### config.mk
export PLATFORM = sky130hd
export DESIGN_NAME = one_wire_temp_sensor_reader
export DESIGN_NICKNAME = d
export VERILOG_FILES = /design/src/hw/rtl/otw_pkg.sv /design/src/hw/rtl/one_wire_temp_sensor_reader.sv /design/src/hw/rtl/otw_seq.sv
export SDC_FILE = /design/constraint.sdc
export NUM_CORES = 1
export LEC_CHECK = 0
export ABC_AREA = 1
export BUFFER_PORTS_ARGS = -buffer_cell sky130_fd_sc_hd__buf_4
export CAP_MARGIN = 20
export CELL_PAD_IN_SITES_DETAIL_PLACEMENT = 1
export CELL_PAD_IN_SITES_GLOBAL_PLACEMENT = 2
export CORE_AREA = 3 3 192 194
export DETAILED_ROUTE_END_ITERATION = 8
export DIE_AREA = 0 0 195 197
export GPL_TIMING_DRIVEN = 0
export PLACE_DENSITY_LB_ADDON = 0.05
export SETUP_SLACK_MARGIN = 0.5
export SYNTH_ARGS = -nofsm -noshare
export SYNTH_HDL_FRONTEND = slang
export SYNTH_HIERARCHICAL = 1
export SYNTH_SLANG_ARGS = --single-unit
### constraint.sdc
create_clock -name clk -period 3 [get_ports clk]
set_input_delay 0 -clock clk [delete_from_list [all_inputs] [get_ports clk]]
set_output_delay 0 -clock clk [all_outputs]
set_load 0.005 [all_outputs]
### src/hw/rtl/otw_pkg.sv
// Shared types and constants for the single-wire temperature reader.
// Holds the sequencer phase codes, register indexes, reset values and result record.
// No dependencies.
package otw_pkg;

  localparam int CFG_W = 20;

  localparam logic [7:0] CMD_SKIP_ROM  = 8'hCC;
  localparam logic [7:0] CMD_CONVERT   = 8'h44;
  localparam logic [7:0] CMD_READ_PAD  = 8'hBE;

  localparam logic [9:0]  RST_LOW_INIT    = 10'd480;
  localparam logic [9:0]  PRES_SAMP_INIT  = 10'd75;
  localparam logic [9:0]  RST_REC_INIT    = 10'd10;
  localparam logic [7:0]  WR_HOLD_INIT    = 8'd60;
  localparam logic [7:0]  WR_REL_INIT     = 8'd16;
  localparam logic [7:0]  RD_SAMP_INIT    = 8'd5;
  localparam logic [7:0]  RD_TAIL_INIT    = 8'd55;
  localparam logic [19:0] CONV_WAIT_INIT  = 20'd750000;

  // Sequence steps with a special meaning.
  localparam logic [3:0] STEP_CONVERT  = 4'd2;
  localparam logic [3:0] STEP_READ_PAD = 4'd6;
  localparam logic [3:0] STEP_LOW_BYTE = 4'd7;
  localparam logic [3:0] STEP_HIGH_BYTE = 4'd8;

  typedef enum logic [2:0] {
    REG_RESET_LOW     = 3'd0,
    REG_PRES_SAMPLE   = 3'd1,
    REG_RESET_REC     = 3'd2,
    REG_WRITE_HOLD    = 3'd3,
    REG_WRITE_RELEASE = 3'd4,
    REG_READ_SAMPLE   = 3'd5,
    REG_READ_TAIL     = 3'd6,
    REG_CONVERT_WAIT  = 3'd7
  } reg_index_t;

  typedef enum logic [3:0] {
    PH_IDLE     = 4'd0,
    PH_RST_LOW  = 4'd1,
    PH_RST_WAIT = 4'd2,
    PH_RST_REC  = 4'd3,
    PH_WR_START = 4'd4,
    PH_WR_HOLD  = 4'd5,
    PH_WR_REC   = 4'd6,
    PH_RD_START = 4'd7,
    PH_RD_WAIT  = 4'd8,
    PH_RD_TAIL  = 4'd9,
    PH_CONV     = 4'd10
  } phase_t;

  typedef struct packed {
    logic [9:0]  reset_low_us;
    logic [9:0]  presence_sample_us;
    logic [9:0]  reset_recovery_us;
    logic [7:0]  write_hold_us;
    logic [7:0]  write_release_us;
    logic [7:0]  read_sample_us;
    logic [7:0]  read_tail_us;
    logic [19:0] convert_wait_us;
  } cfg_t;

  typedef struct packed {
    logic        line_pull_low;
    logic        busy_res;
    logic        done_res;
    logic        no_device;
    logic [15:0] temp_magnitude;
    logic        temp_negative;
  } res_t;

  function automatic logic [7:0] command_for(input logic [3:0] step);
    logic [7:0] cmd;
    if (step == STEP_CONVERT) begin
      cmd = CMD_CONVERT;
    end else if (step == STEP_READ_PAD) begin
      cmd = CMD_READ_PAD;
    end else begin
      cmd = CMD_SKIP_ROM;
    end
    return cmd;
  endfunction

endpackage

### src/hw/rtl/one_wire_temp_sensor_reader.sv
// Single-wire bus master that reads one temperature sample per start request. Each
// accepted input request is one microsecond tick with the sampled bus level, and it
// yields exactly one result request in the next cycle: the line drive for that tick,
// busy/done/no-device status and the last temperature (magnitude plus sign). The
// block takes one tick per clock cycle; the sequencer state advances in a single
// registered pass, and input is held off only while a result waits on a stalled
// output register. Durations are set through the register port and count in ticks.
//
// Top level: register file, handshakes and result register. Uses otw_pkg, otw_seq.
module one_wire_temp_sensor_reader
  import otw_pkg::*;
#(
  parameter int TIMER_WIDTH = 20
) (
  input  logic        clk,
  input  logic        rst,

  input  logic        psel,
  input  logic        penable,
  input  logic        pwrite,
  input  logic [4:0]  paddr,
  input  logic [31:0] pwdata,
  output logic [31:0] prdata,
  output logic        pready,

  input  logic        in_valid,
  output logic        in_stall,
  input  logic        req_type,
  input  logic        bus_in,

  output logic        out_valid,
  input  logic        out_stall,
  output logic        line_pull_low,
  output logic        busy_res,
  output logic        done_res,
  output logic        no_device,
  output logic [15:0] temp_magnitude,
  output logic        temp_negative
);

  cfg_t       cfg;
  reg_index_t reg_sel;
  logic       cfg_write;
  logic       accept;
  res_t       res;
  res_t       res_out;

  assign pready    = 1'b1;
  assign reg_sel   = reg_index_t'(paddr[4:2]);
  assign cfg_write = psel & penable & pwrite & pready;

  always_ff @(posedge clk) begin
    if (rst) begin
      cfg.reset_low_us       <= RST_LOW_INIT;
      cfg.presence_sample_us <= PRES_SAMP_INIT;
      cfg.reset_recovery_us  <= RST_REC_INIT;
      cfg.write_hold_us      <= WR_HOLD_INIT;
      cfg.write_release_us   <= WR_REL_INIT;
      cfg.read_sample_us     <= RD_SAMP_INIT;
      cfg.read_tail_us       <= RD_TAIL_INIT;
      cfg.convert_wait_us    <= CONV_WAIT_INIT;
    end else if (cfg_write) begin
      unique case (reg_sel)
        REG_RESET_LOW:     cfg.reset_low_us       <= pwdata[9:0];
        REG_PRES_SAMPLE:   cfg.presence_sample_us <= pwdata[9:0];
        REG_RESET_REC:     cfg.reset_recovery_us  <= pwdata[9:0];
        REG_WRITE_HOLD:    cfg.write_hold_us      <= pwdata[7:0];
        REG_WRITE_RELEASE: cfg.write_release_us   <= pwdata[7:0];
        REG_READ_SAMPLE:   cfg.read_sample_us     <= pwdata[7:0];
        REG_READ_TAIL:     cfg.read_tail_us       <= pwdata[7:0];
        REG_CONVERT_WAIT:  cfg.convert_wait_us    <= pwdata[19:0];
      endcase
    end
  end

  always_comb begin
    unique case (reg_sel)
      REG_RESET_LOW:     prdata = 32'(cfg.reset_low_us);
      REG_PRES_SAMPLE:   prdata = 32'(cfg.presence_sample_us);
      REG_RESET_REC:     prdata = 32'(cfg.reset_recovery_us);
      REG_WRITE_HOLD:    prdata = 32'(cfg.write_hold_us);
      REG_WRITE_RELEASE: prdata = 32'(cfg.write_release_us);
      REG_READ_SAMPLE:   prdata = 32'(cfg.read_sample_us);
      REG_READ_TAIL:     prdata = 32'(cfg.read_tail_us);
      REG_CONVERT_WAIT:  prdata = 32'(cfg.convert_wait_us);
    endcase
  end

  // A new tick is taken whenever the result register is free or being emptied.
  assign in_stall = out_valid & out_stall;
  assign accept   = in_valid & ~in_stall;

  otw_seq #(
    .TIMER_WIDTH(TIMER_WIDTH)
  ) u_seq (
    .clk     (clk),
    .rst     (rst),
    .step_en (accept),
    .req     (req_type),
    .bus     (bus_in),
    .cfg     (cfg),
    .res     (res)
  );

  always_ff @(posedge clk) begin
    if (rst) begin
      out_valid <= 1'b0;
    end else if (accept) begin
      out_valid <= 1'b1;
    end else if (!out_stall) begin
      out_valid <= 1'b0;
    end
  end

  always_ff @(posedge clk) begin
    if (accept) begin
      res_out <= res;
    end
  end

  assign line_pull_low  = res_out.line_pull_low;
  assign busy_res       = res_out.busy_res;
  assign done_res       = res_out.done_res;
  assign no_device      = res_out.no_device;
  assign temp_magnitude = res_out.temp_magnitude;
  assign temp_negative  = res_out.temp_negative;

`ifndef SYNTHESIS
  // Every accepted tick leaves a result waiting on the next cycle.
  a_accept_fills: assert property (@(posedge clk) disable iff (rst)
    accept |=> out_valid)
    else $error("accepted tick produced no result");

  // A waiting result is never overwritten before it is taken.
  a_no_overwrite: assert property (@(posedge clk) disable iff (rst)
    out_valid && out_stall |-> !accept)
    else $error("input taken while result stalled");

  // Done always reports an idle sequencer.
  a_done_idle: assert property (@(posedge clk) disable iff (rst)
    out_valid && done_res |-> !busy_res)
    else $error("done reported while busy");
`endif

endmodule

### src/hw/rtl/otw_seq.sv
// Bus sequencer for the single-wire temperature reader: phase machine, slot timer,
// byte shifter and result register, advanced once per accepted tick. Uses otw_pkg.
module otw_seq
  import otw_pkg::*;
#(
  parameter int TIMER_WIDTH = 20
) (
  input  logic clk,
  input  logic rst,
  input  logic step_en,
  input  logic req,
  input  logic bus,
  input  cfg_t cfg,
  output res_t res
);

  localparam int LW = (TIMER_WIDTH > CFG_W) ? TIMER_WIDTH : CFG_W;

  phase_t                  phase, phase_next;
  logic [3:0]              sequence_step, sequence_step_next;
  logic [TIMER_WIDTH-1:0]  time_count, time_count_next;
  logic [2:0]              bit_position, bit_position_next;
  logic [7:0]              shift_byte, shift_byte_next;
  logic [7:0]              first_byte, first_byte_next;
  logic [16:0]             result_hold, result_hold_next;

  logic [CFG_W-1:0]        dur_raw;
  logic [LW-1:0]           dur_ext;
  logic [LW-1:0]           timer_max;
  logic [TIMER_WIDTH-1:0]  seg_len;
  logic [TIMER_WIDTH-1:0]  time_inc;
  logic                    seg_done;
  logic                    enter;
  logic [3:0]              enter_step;
  phase_t                  enter_phase;
  logic                    done, nodev, pull;
  logic [15:0]             raw;
  logic [15:0]             raw_neg;
  logic [7:0]              cmd;

  function automatic phase_t step_phase(input logic [3:0] step);
    phase_t ph;
    unique case (step)
      4'd0, 4'd4:             ph = PH_RST_LOW;
      4'd1, 4'd2, 4'd5, 4'd6: ph = PH_WR_START;
      4'd3:                   ph = PH_CONV;
      4'd7, 4'd8:             ph = PH_RD_START;
      default:                ph = PH_IDLE;
    endcase
    return ph;
  endfunction

  // Segment length of the current phase: zero counts as one tick, and anything past
  // the timer range saturates.
  always_comb begin
    unique case (phase)
      PH_RST_LOW:  dur_raw = CFG_W'(cfg.reset_low_us);
      PH_RST_WAIT: dur_raw = CFG_W'(cfg.presence_sample_us);
      PH_RST_REC:  dur_raw = CFG_W'(cfg.reset_recovery_us);
      PH_WR_HOLD:  dur_raw = CFG_W'(cfg.write_hold_us);
      PH_WR_REC:   dur_raw = CFG_W'(cfg.write_release_us);
      PH_RD_WAIT:  dur_raw = CFG_W'(cfg.read_sample_us);
      PH_RD_TAIL:  dur_raw = CFG_W'(cfg.read_tail_us);
      PH_CONV:     dur_raw = cfg.convert_wait_us;
      default:     dur_raw = CFG_W'(1);
    endcase
    dur_ext   = (dur_raw == '0) ? LW'(1) : LW'(dur_raw);
    timer_max = LW'({TIMER_WIDTH{1'b1}});
    seg_len   = (dur_ext > timer_max) ? timer_max[TIMER_WIDTH-1:0]
                                      : dur_ext[TIMER_WIDTH-1:0];
  end

  assign time_inc = time_count + TIMER_WIDTH'(1);
  assign seg_done = (time_inc >= seg_len);

  // Raw reading is high byte from the shifter, low byte from the first read.
  assign raw     = {shift_byte, first_byte};
  assign raw_neg = 16'h0000 - raw;

  assign cmd = command_for(sequence_step);

  // Next state.
  always_comb begin
    phase_next         = phase;
    sequence_step_next = sequence_step;
    time_count_next    = time_count;
    bit_position_next  = bit_position;
    shift_byte_next    = shift_byte;
    first_byte_next    = first_byte;
    result_hold_next   = result_hold;
    done               = 1'b0;
    nodev              = 1'b0;
    enter              = 1'b0;
    enter_step         = sequence_step + 4'd1;

    if (phase == PH_IDLE) begin
      if (req) begin
        enter      = 1'b1;
        enter_step = 4'd0;
      end
    end else begin
      time_count_next = seg_done ? '0 : time_inc;
      if (seg_done) begin
        unique case (phase)
          PH_RST_LOW:  phase_next = PH_RST_WAIT;
          PH_RST_WAIT: begin
            if (bus) begin
              phase_next       = PH_IDLE;
              done             = 1'b1;
              nodev            = 1'b1;
              result_hold_next = '0;
            end else begin
              phase_next = PH_RST_REC;
            end
          end
          PH_RST_REC:  enter = 1'b1;
          PH_WR_START: phase_next = PH_WR_HOLD;
          PH_WR_HOLD:  phase_next = PH_WR_REC;
          PH_WR_REC: begin
            if (bit_position == 3'd7) begin
              enter = 1'b1;
            end else begin
              bit_position_next = bit_position + 3'd1;
              phase_next        = PH_WR_START;
            end
          end
          PH_RD_START: phase_next = PH_RD_WAIT;
          PH_RD_WAIT: begin
            if (bus) begin
              shift_byte_next = shift_byte | (8'd1 << bit_position);
            end
            phase_next = PH_RD_TAIL;
          end
          PH_RD_TAIL: begin
            if (bit_position == 3'd7) begin
              if (sequence_step == STEP_LOW_BYTE) begin
                first_byte_next = shift_byte;
              end else begin
                result_hold_next = raw[15] ? {1'b1, raw_neg} : {1'b0, raw};
              end
              enter = 1'b1;
            end else begin
              bit_position_next = bit_position + 3'd1;
              phase_next        = PH_RD_START;
            end
          end
          PH_CONV: enter = 1'b1;
          default: phase_next = PH_IDLE;
        endcase
      end
    end

    enter_phase = step_phase(enter_step);
    if (enter) begin
      sequence_step_next = enter_step;
      time_count_next    = '0;
      bit_position_next  = '0;
      phase_next         = enter_phase;
      if (enter_step == STEP_LOW_BYTE || enter_step == STEP_HIGH_BYTE) begin
        shift_byte_next = '0;
      end
      if (enter_phase == PH_IDLE) begin
        done = 1'b1;
      end
    end
  end

  // Line drive for this tick.
  always_comb begin
    unique case (phase)
      PH_RST_LOW, PH_WR_START, PH_RD_START: pull = 1'b1;
      PH_WR_HOLD: pull = ~cmd[bit_position];
      default:    pull = 1'b0;
    endcase
  end

  always_comb begin
    res.line_pull_low  = pull;
    res.busy_res       = (phase_next != PH_IDLE);
    res.done_res       = done;
    res.no_device      = nodev;
    res.temp_magnitude = result_hold_next[15:0];
    res.temp_negative  = result_hold_next[16];
  end

  always_ff @(posedge clk) begin
    if (rst) begin
      phase         <= PH_IDLE;
      sequence_step <= '0;
      time_count    <= '0;
      bit_position  <= '0;
      shift_byte    <= '0;
      first_byte    <= '0;
      result_hold   <= '0;
    end else if (step_en) begin
      phase         <= phase_next;
      sequence_step <= sequence_step_next;
      time_count    <= time_count_next;
      bit_position  <= bit_position_next;
      shift_byte    <= shift_byte_next;
      first_byte    <= first_byte_next;
      result_hold   <= result_hold_next;
    end
  end

`ifndef SYNTHESIS
  // The timer is always cleared while the bus is idle.
  a_idle_timer_clear: assert property (@(posedge clk) disable iff (rst)
    phase == PH_IDLE |-> time_count == '0)
    else $error("timer not cleared in idle");

  // A finished or aborted sequence leaves the sequencer idle.
  a_done_not_busy: assert property (@(posedge clk) disable iff (rst)
    step_en && done |=> phase == PH_IDLE)
    else $error("sequencer still busy after done");

  // A missing device is only reported as part of an abort, with the result cleared.
  a_nodev_clears: assert property (@(posedge clk) disable iff (rst)
    step_en && nodev |=> done == 1'b0 || phase == PH_IDLE && result_hold == '0)
    else $error("no-device abort left a result");

  // A tick that is not taken leaves the sequencer untouched.
  a_hold_when_stalled: assert property (@(posedge clk) disable iff (rst)
    !step_en |=> $stable(phase) && $stable(time_count) && $stable(result_hold))
    else $error("sequencer state moved without an accepted tick");
`endif

endmodule
### Word level (Yosys, flattened, before mapping)

Memory sizes are Yosys's and may differ from the RTL's.
Index checks and enable logic that the tools add are counted.

* $add $sub $neg: 4
* $lt $le $gt $ge: 3
* eq/ne operators: 26
* shift-type cells: 1
* mux-type cells: 52
* bitwise gates (word level): 8
* reductions and logical operators: 23

Operator list (number)
* 32-bit case mux with 8 select lines: 1
* 20-bit case mux with 8 select lines: 1
* 17-bit two-way mux: 6
* 20-bit two-way mux: 5
* 8-bit two-way mux: 7
* 4-bit case mux with 9 select lines: 1
* 17-bit case mux with 2 select lines: 1
* 4-bit by 3-bit equality test with 1-bit output, second input constant: 7
* 4-bit two-way mux: 7
* 20-bit by 1-bit adder with 20-bit output, second input constant: 1
* 20-bit greater-or-equal comparator: 1
* 20-bit > comparator, second input constant: 1
* 20-bit zero test: 1
* 2-bit AND reduction: 10
* 4-bit equality test, second input constant: 4
* 1-bit by 16-bit subtractor with 16-bit output, first input constant: 1
* 3-bit equality test, second input constant: 5
* 3-bit two-way mux: 5
* 1-bit two-way mux: 13
* 4-bit by 2-bit equality test with 1-bit output, second input constant: 3
* 4-bit zero test: 2
* 8-bit bitwise OR: 1
* 1-bit by 3-bit left shift with 8-bit output, first input constant: 1
* 7-bit two-way mux: 1
* other kinds (20): 31

* register bits after elaboration: 168
* memory bits (read-only): 64
* bits of input ports: 46
* output and inout port bits: 56
* word-level logic and storage cells: 140
* memories kept: 1

Memories
* (name not given): depth 16, bits a word 4, rd ports 1, clocked after memory_dff 0, write ports 0, RTL line otw_seq.sv:43 `unique case (step)`

### Longest topological paths before layout

* depth after elaboration: 11
* mapped depth: 31
* gate-level depth less buffers: 31

### Hierarchy

The synthesis kept the hierarchy.

By module, submodules not included
* otw_seq: times used 1, cells each 1008, area an instance 5941.9 um^2, sequential area each 1281.2 um^2
* one_wire_temp_sensor_reader: times used 1, cells each 584, area an instance 4581.9 um^2, sequential area each 2292.2 um^2

### Worst setup path before layout

Ideal clock, no wire load.

* kind: register to register
* start point: register u_seq.time_count[0]
* end point: register res_out, in the netlist busy_res (data pin)
* library setup time: 0.254 ns
* data arrival time: 2.850 ns
* required time: 2.746 ns
* slack: -0.104 ns
* stages on the path, launching flop included: 24
* buffers on the path: 2
* clock period less this slack: 3.104 ns
* cells stage by stage: dfxtp_1 -> ha_1 -> nand3_2 -> nor3_2 -> nand2_1 -> nor2_4 -> nand2_2 -> nor2_2 -> nand2_1 -> xnor2_2 -> ha_1 -> nand2_1 -> nor2_2 -> nand2_1 -> nor2_2 -> nand2_1 -> nand4_2 -> buf_6 -> buf_6 -> o21ai_0 -> nand2_1 -> nand2_1 -> nor2_1 -> nand2_1

RTL lines
* from (decl): RTL line otw_seq.sv:21 `logic [TIMER_WIDTH-1:0] time_count, time_count_next;`
* from (signal assigned): RTL line otw_seq.sv:198 `time_count <= time_count_next;`
* to (signal assigned): RTL line one_wire_temp_sensor_reader.sv:117 `res_out <= res;`
* to (decl): RTL line one_wire_temp_sensor_reader.sv:46 `res_t res_out;`

==> impl_metrics.xml <==
<?xml version="1.0" encoding="UTF-8"?>
<metrics>
  <group name="sta">
    <metric name="unrepaired_setup_endpoints_after_global_routing" unit="">true</metric>
    <metric name="final.setup_skew" unit="ns">0.0130</metric>
    <metric name="hold_viol" unit="">0</metric>
    <metric name="maximum_clock_frequency" unit="MHz">287</metric>
    <metric name="timing.final.ws_setup" unit="ns">-0.489</metric>
    <metric name="post-route-period-util" unit="%">116</metric>
    <metric name="fin_crit" unit="ns">3.49</metric>
    <metric name="setup-violations-final" unit="">84</metric>
    <metric name="drv_slew" unit="">0</metric>
    <metric name="tightest_slew" unit="ns">0.927</metric>
    <metric name="slew-limit-headroom" unit="%">38.2</metric>
  </group>
  <group name="logic_synthesis">
    <metric name="post_synth_num_cell_types" unit="">52</metric>
    <metric name="synth_top_area_share" unit="%">28.0</metric>
    <metric name="synth.mux.area_fraction" unit="%">0</metric>
    <metric name="largest_family_of_logic_cells_by_synthesized_area" unit="">simple AND/OR/NAND/NOR gates</metric>
    <metric name="postSynthCellCount" unit="">1592</metric>
    <metric name="synthSimpleGateAreaFrac" unit="%">39.4</metric>
    <metric name="synth_adder_area_share" unit="%">3.92</metric>
    <metric name="synthXorXnorAreaFrac" unit="%">1.49</metric>
    <metric name="postSynthAreaPerCell" unit="um2">6.61</metric>
    <metric name="post-synth-top-area-cell" unit="">dfxtp_1</metric>
    <metric name="ys_warn_count" unit="">6</metric>
    <metric name="netlist_area" unit="um2">10500</metric>
    <metric name="synth_top_cells_by_area" unit="">dfxtp_1 28%, nand2_1 17%, nor2_1 8.0%</metric>
    <metric name="synth_seq_area_share" unit="%">34.0</metric>
    <metric name="synth.ff_latch_count" unit="">168</metric>
    <metric name="synth_compound_area_share" unit="%">10.1</metric>
  </group>
  <group name="routing">
    <metric name="starting_drt_drc_count" unit="">513</metric>
    <metric name="wl_per_cell" unit="um">19.2</metric>
    <metric name="num_vias" unit="">10900</metric>
    <metric name="drc" unit="">0</metric>
    <metric name="detailedRoute.firstPassIterationCount" unit="">5</metric>
    <metric name="vias_per_cell" unit="">4.85</metric>
    <metric name="detail-route-antenna-nets" unit="">0</metric>
    <metric name="route.final.wire_length" unit="um">43300</metric>
  </group>
  <group name="worst_setup_path">
    <metric name="critical-path-top-delay-family" unit="">simple AND/OR/NAND/NOR gates</metric>
    <metric name="cp-start-kind" unit="">flip-flop</metric>
    <metric name="critical_path_buf_inv_count" unit="">6</metric>
    <metric name="rr_endpoint" unit="">busy_res</metric>
    <metric name="critical_path_arrival" unit="ns">3.70</metric>
    <metric name="critPathCaptureType" unit="">flip-flop</metric>
    <metric name="rr_worst_depth" unit="">29</metric>
    <metric name="worstSetupPathType" unit="">flip-flop to flip-flop</metric>
    <metric name="startpoint" unit="">u_seq/phase[0]</metric>
    <metric name="cp.depth" unit="">29</metric>
    <metric name="r2r-start" unit="">u_seq/phase[0]</metric>
    <metric name="timing.reg2reg.setup_slack" unit="ns">-0.49</metric>
    <metric name="critPathMostFrequentCell" unit="">nand2_1</metric>
    <metric name="crit_required" unit="ns">3.21</metric>
    <metric name="critPathMaxFanout" unit="">9</metric>
    <metric name="maximum_cell_stage_delay_along_the_critical_path" unit="ns">0.39</metric>
    <metric name="critical_path.slowest_cell" unit="">dfxtp_4</metric>
  </group>
  <group name="floorplanning">
    <metric name="floorplan.io_pins" unit="">102</metric>
    <metric name="full_die_area" unit="um2">38400</metric>
    <metric name="die_h" unit="um">197</metric>
    <metric name="die-width" unit="um">195</metric>
    <metric name="initial_core_util" unit="%">29.7</metric>
    <metric name="num_rows" unit="">69</metric>
    <metric name="core_area" unit="um2">35400</metric>
  </group>
  <group name="final_layout">
    <metric name="postLayoutCellArea" unit="um2">14100</metric>
    <metric name="antenna_cells_inserted" unit="">0</metric>
    <metric name="fraction_of_layout_instances_using_a_drive_strength_above_1" unit="%">26.9</metric>
    <metric name="most_used_cells_in_the_layout_excluding_fill_and_tap_cells" unit="">396 x nand2_1, 197 x nor2_1, 146 x inv_1, 139 x dfxtp_1, 128 x buf_4</metric>
    <metric name="area.growth.synth_to_final" unit="%">34.0</metric>
    <metric name="final_common_cell" unit="">nand2_1</metric>
    <metric name="layout.core_utilization" unit="%">39.8</metric>
    <metric name="final_nets" unit="">1859</metric>
  </group>
  <group name="power_and_ir_drop">
    <metric name="power.clock.fraction" unit="%">32.3</metric>
    <metric name="p_int" unit="W">0.00471</metric>
    <metric name="power_switching" unit="W">0.00252</metric>
    <metric name="share_comb_of_total_power" unit="%">33.6</metric>
    <metric name="net_sw_share" unit="%">34.9</metric>
    <metric name="max-vdd-ir-drop" unit="V">0.000414</metric>
    <metric name="power.sequential.fraction" unit="%">34.1</metric>
    <metric name="power.static_leakage" unit="nW">6.77</metric>
    <metric name="power_density_relative_to_cell_area" unit="nW/um2">513</metric>
  </group>
  <group name="hold_path">
    <metric name="min-delay-path-class" unit="">primary input to flip-flop</metric>
    <metric name="worst_hold_startpoint" unit="">in_valid</metric>
    <metric name="min_to" unit="">line_pull_low</metric>
    <metric name="min_delay_path_depth" unit="">3</metric>
  </group>
  <group name="global_route">
    <metric name="grt_remaining_overflow" unit="">0</metric>
    <metric name="first_global_vias" unit="">11300</metric>
    <metric name="globalRouteTotalUtil" unit="%">22.5</metric>
    <metric name="grt_start_max_net_pins" unit="">18</metric>
    <metric name="antenna_found_initial" unit="">0</metric>
    <metric name="wire_length_of_the_first_global_routing_pass" unit="um">66700</metric>
  </group>
  <group name="place">
    <metric name="detailed_place_hpwl" unit="um">31600</metric>
    <metric name="placedInstanceArea" unit="um2">11800</metric>
    <metric name="dp_slack" unit="ns">-1.06</metric>
    <metric name="buffer_ports.inserted" unit="">65</metric>
    <metric name="gp_congestion" unit="">0.871</metric>
  </group>
  <group name="cts">
    <metric name="insertion_delay" unit="ns">0.46</metric>
    <metric name="cts_tree" unit="">yes</metric>
    <metric name="number_of_buffers_created_by_cts" unit="">17</metric>
    <metric name="htreeDepth" unit="">4</metric>
    <metric name="clk_pin_slew_worst_paths" unit="ns">0.08</metric>
    <metric name="cts_sinks" unit="">168</metric>
    <metric name="cts_buffer_depth" unit="">2</metric>
    <metric name="cts.root.buffer_cell" unit="">clkbuf_16</metric>
  </group>
  <group name="run_status">
    <metric name="violations_in_the_final_reports" unit="">negative setup slack</metric>
    <metric name="outcome" unit="">finished, violations left</metric>
  </group>
  <group name="flow_run">
    <metric name="cap_violations" unit="">0</metric>
  </group>
</metrics>
-- what timing repair did --
action                                 in CTS  in global routing
pin swaps                                  49                 53
gates cloned                                4                  0
hold buffers                               20                  0
endpoints found under the hold margin      67                  0
setup endpoints to repair                  84                 84
gates resized for setup                   170                 71
setup buffers                              52                 16
-- power groups by stage --
stage	logic (W)	registers, W	clock network, W
finish	0.00243	0.00246	0.00234
floorplan	0.00101	0.00249	0
detailed placement	0.00153	0.00251	0
global route	0.00263	0.00248	0.00248
global placement	0.00151	0.00251	0
CTS	0.00219	0.00246	0.00240
-- sequential cells by signal, indices dropped and copies added, names as in the netlist --
signal / count
cfg: 82
u_seq/shift_byte: 8
u_seq/time_count: 20
u_seq/sequence_step: 4
u_seq/phase: 4
out_valid: 1
u_seq/result_hold: 17
temp_magnitude: 16
done_res: 1
temp_negative: 1
line_pull_low: 1
u_seq/first_byte: 8
u_seq/bit_position: 3
busy_res: 1
no_device: 1
-- cell type report --
type | count | area [um2]
buffer | 81 | 564
clock buffer | 17 | 425
clock inverter | 15 | 170
fill | 4473 | 21300
inverter | 177 | 698
multi-input combinational | 1177 | 6620
sequential | 168 | 3600
tap | 461 | 577
timing repair buffer | 158 | 1450
-- cells in the mapped netlist, drive strengths merged --
cell,count
nand2,485
nor2,260
inv,174
dfxtp,147
nand3,109
o21ai,88
a21oi,67
buf,57
nand4,51
ha,33
clkbuf,24
edfxtp,21
xor2,15
o211ai,14
nor3,12
nor3b,8
o2111ai,5
a22o,3
clkinv,3
a21o,2
conb,2
xnor2,2
a211oi,1
a31oi,1
a32o,1
a41oi,1
and3,1
nand3b,1
o211a,1
o21bai,1
o221ai,1
o2bb2ai,1
-- layer usage --
| layer | GRT usage (%) | wire length, um | vias up |
|---|---|---|---|
| met5 | 0 | 0 | - |
| met4 | 5.78 | 755 | 0 |
| met3 | 2.68 | 1100 | 38 |
| met2 | 40.2 | 21600 | 146 |
| met1 | 28.9 | 19800 | 5281 |
| li1 | - | - | 5460 |
-- cell families after synthesis --
family                     count (synthesis)
xor gates and xnor gates                  17
buffers and inverters                    258
DFF                                      168
other                                      2
and+or+nand+nor                          927
adders and majority gates                 33
AOI/OAI and AO/OA                        187
-- worst register-to-register path: cells and delay by family (launching register included) --
family | cells | cell delay, ns
and+or+nand+nor | 22 | 1.95
buffers and inverters | 6 | 0.71
DFF | 1 | 0.39
adders and majority gates | 1 | 0.21
-- worst max-delay path by stage --
stage	to	slack (ns)
finish	busy_res	-0.49
global route	busy_res	-0.66
CTS	done_res	-0.35
detailed placement	busy_res	-1.06
global placement	u_seq/phase[1]	-1.06
floorplan	done_res	-0.05
-- stage by stage --
stage	total power [W]	setup TNS (ns)	std cells	hold WS, ns
4_1_cts	0.00706	-21.92	2238	0.00590
3_5_place_dp	0.00404	-75.09	2130	0.223
6_report	0.00723	-30.53	2254	0.0242
5_1_grt	0.00759	-45.73	2254	0.0290
3_3_place_gp	0.00402	-75.39	2129	0.218
2_1_floorplan	0.00350	-0.253	1603	0.109
(Power assumes the default switching activity.)
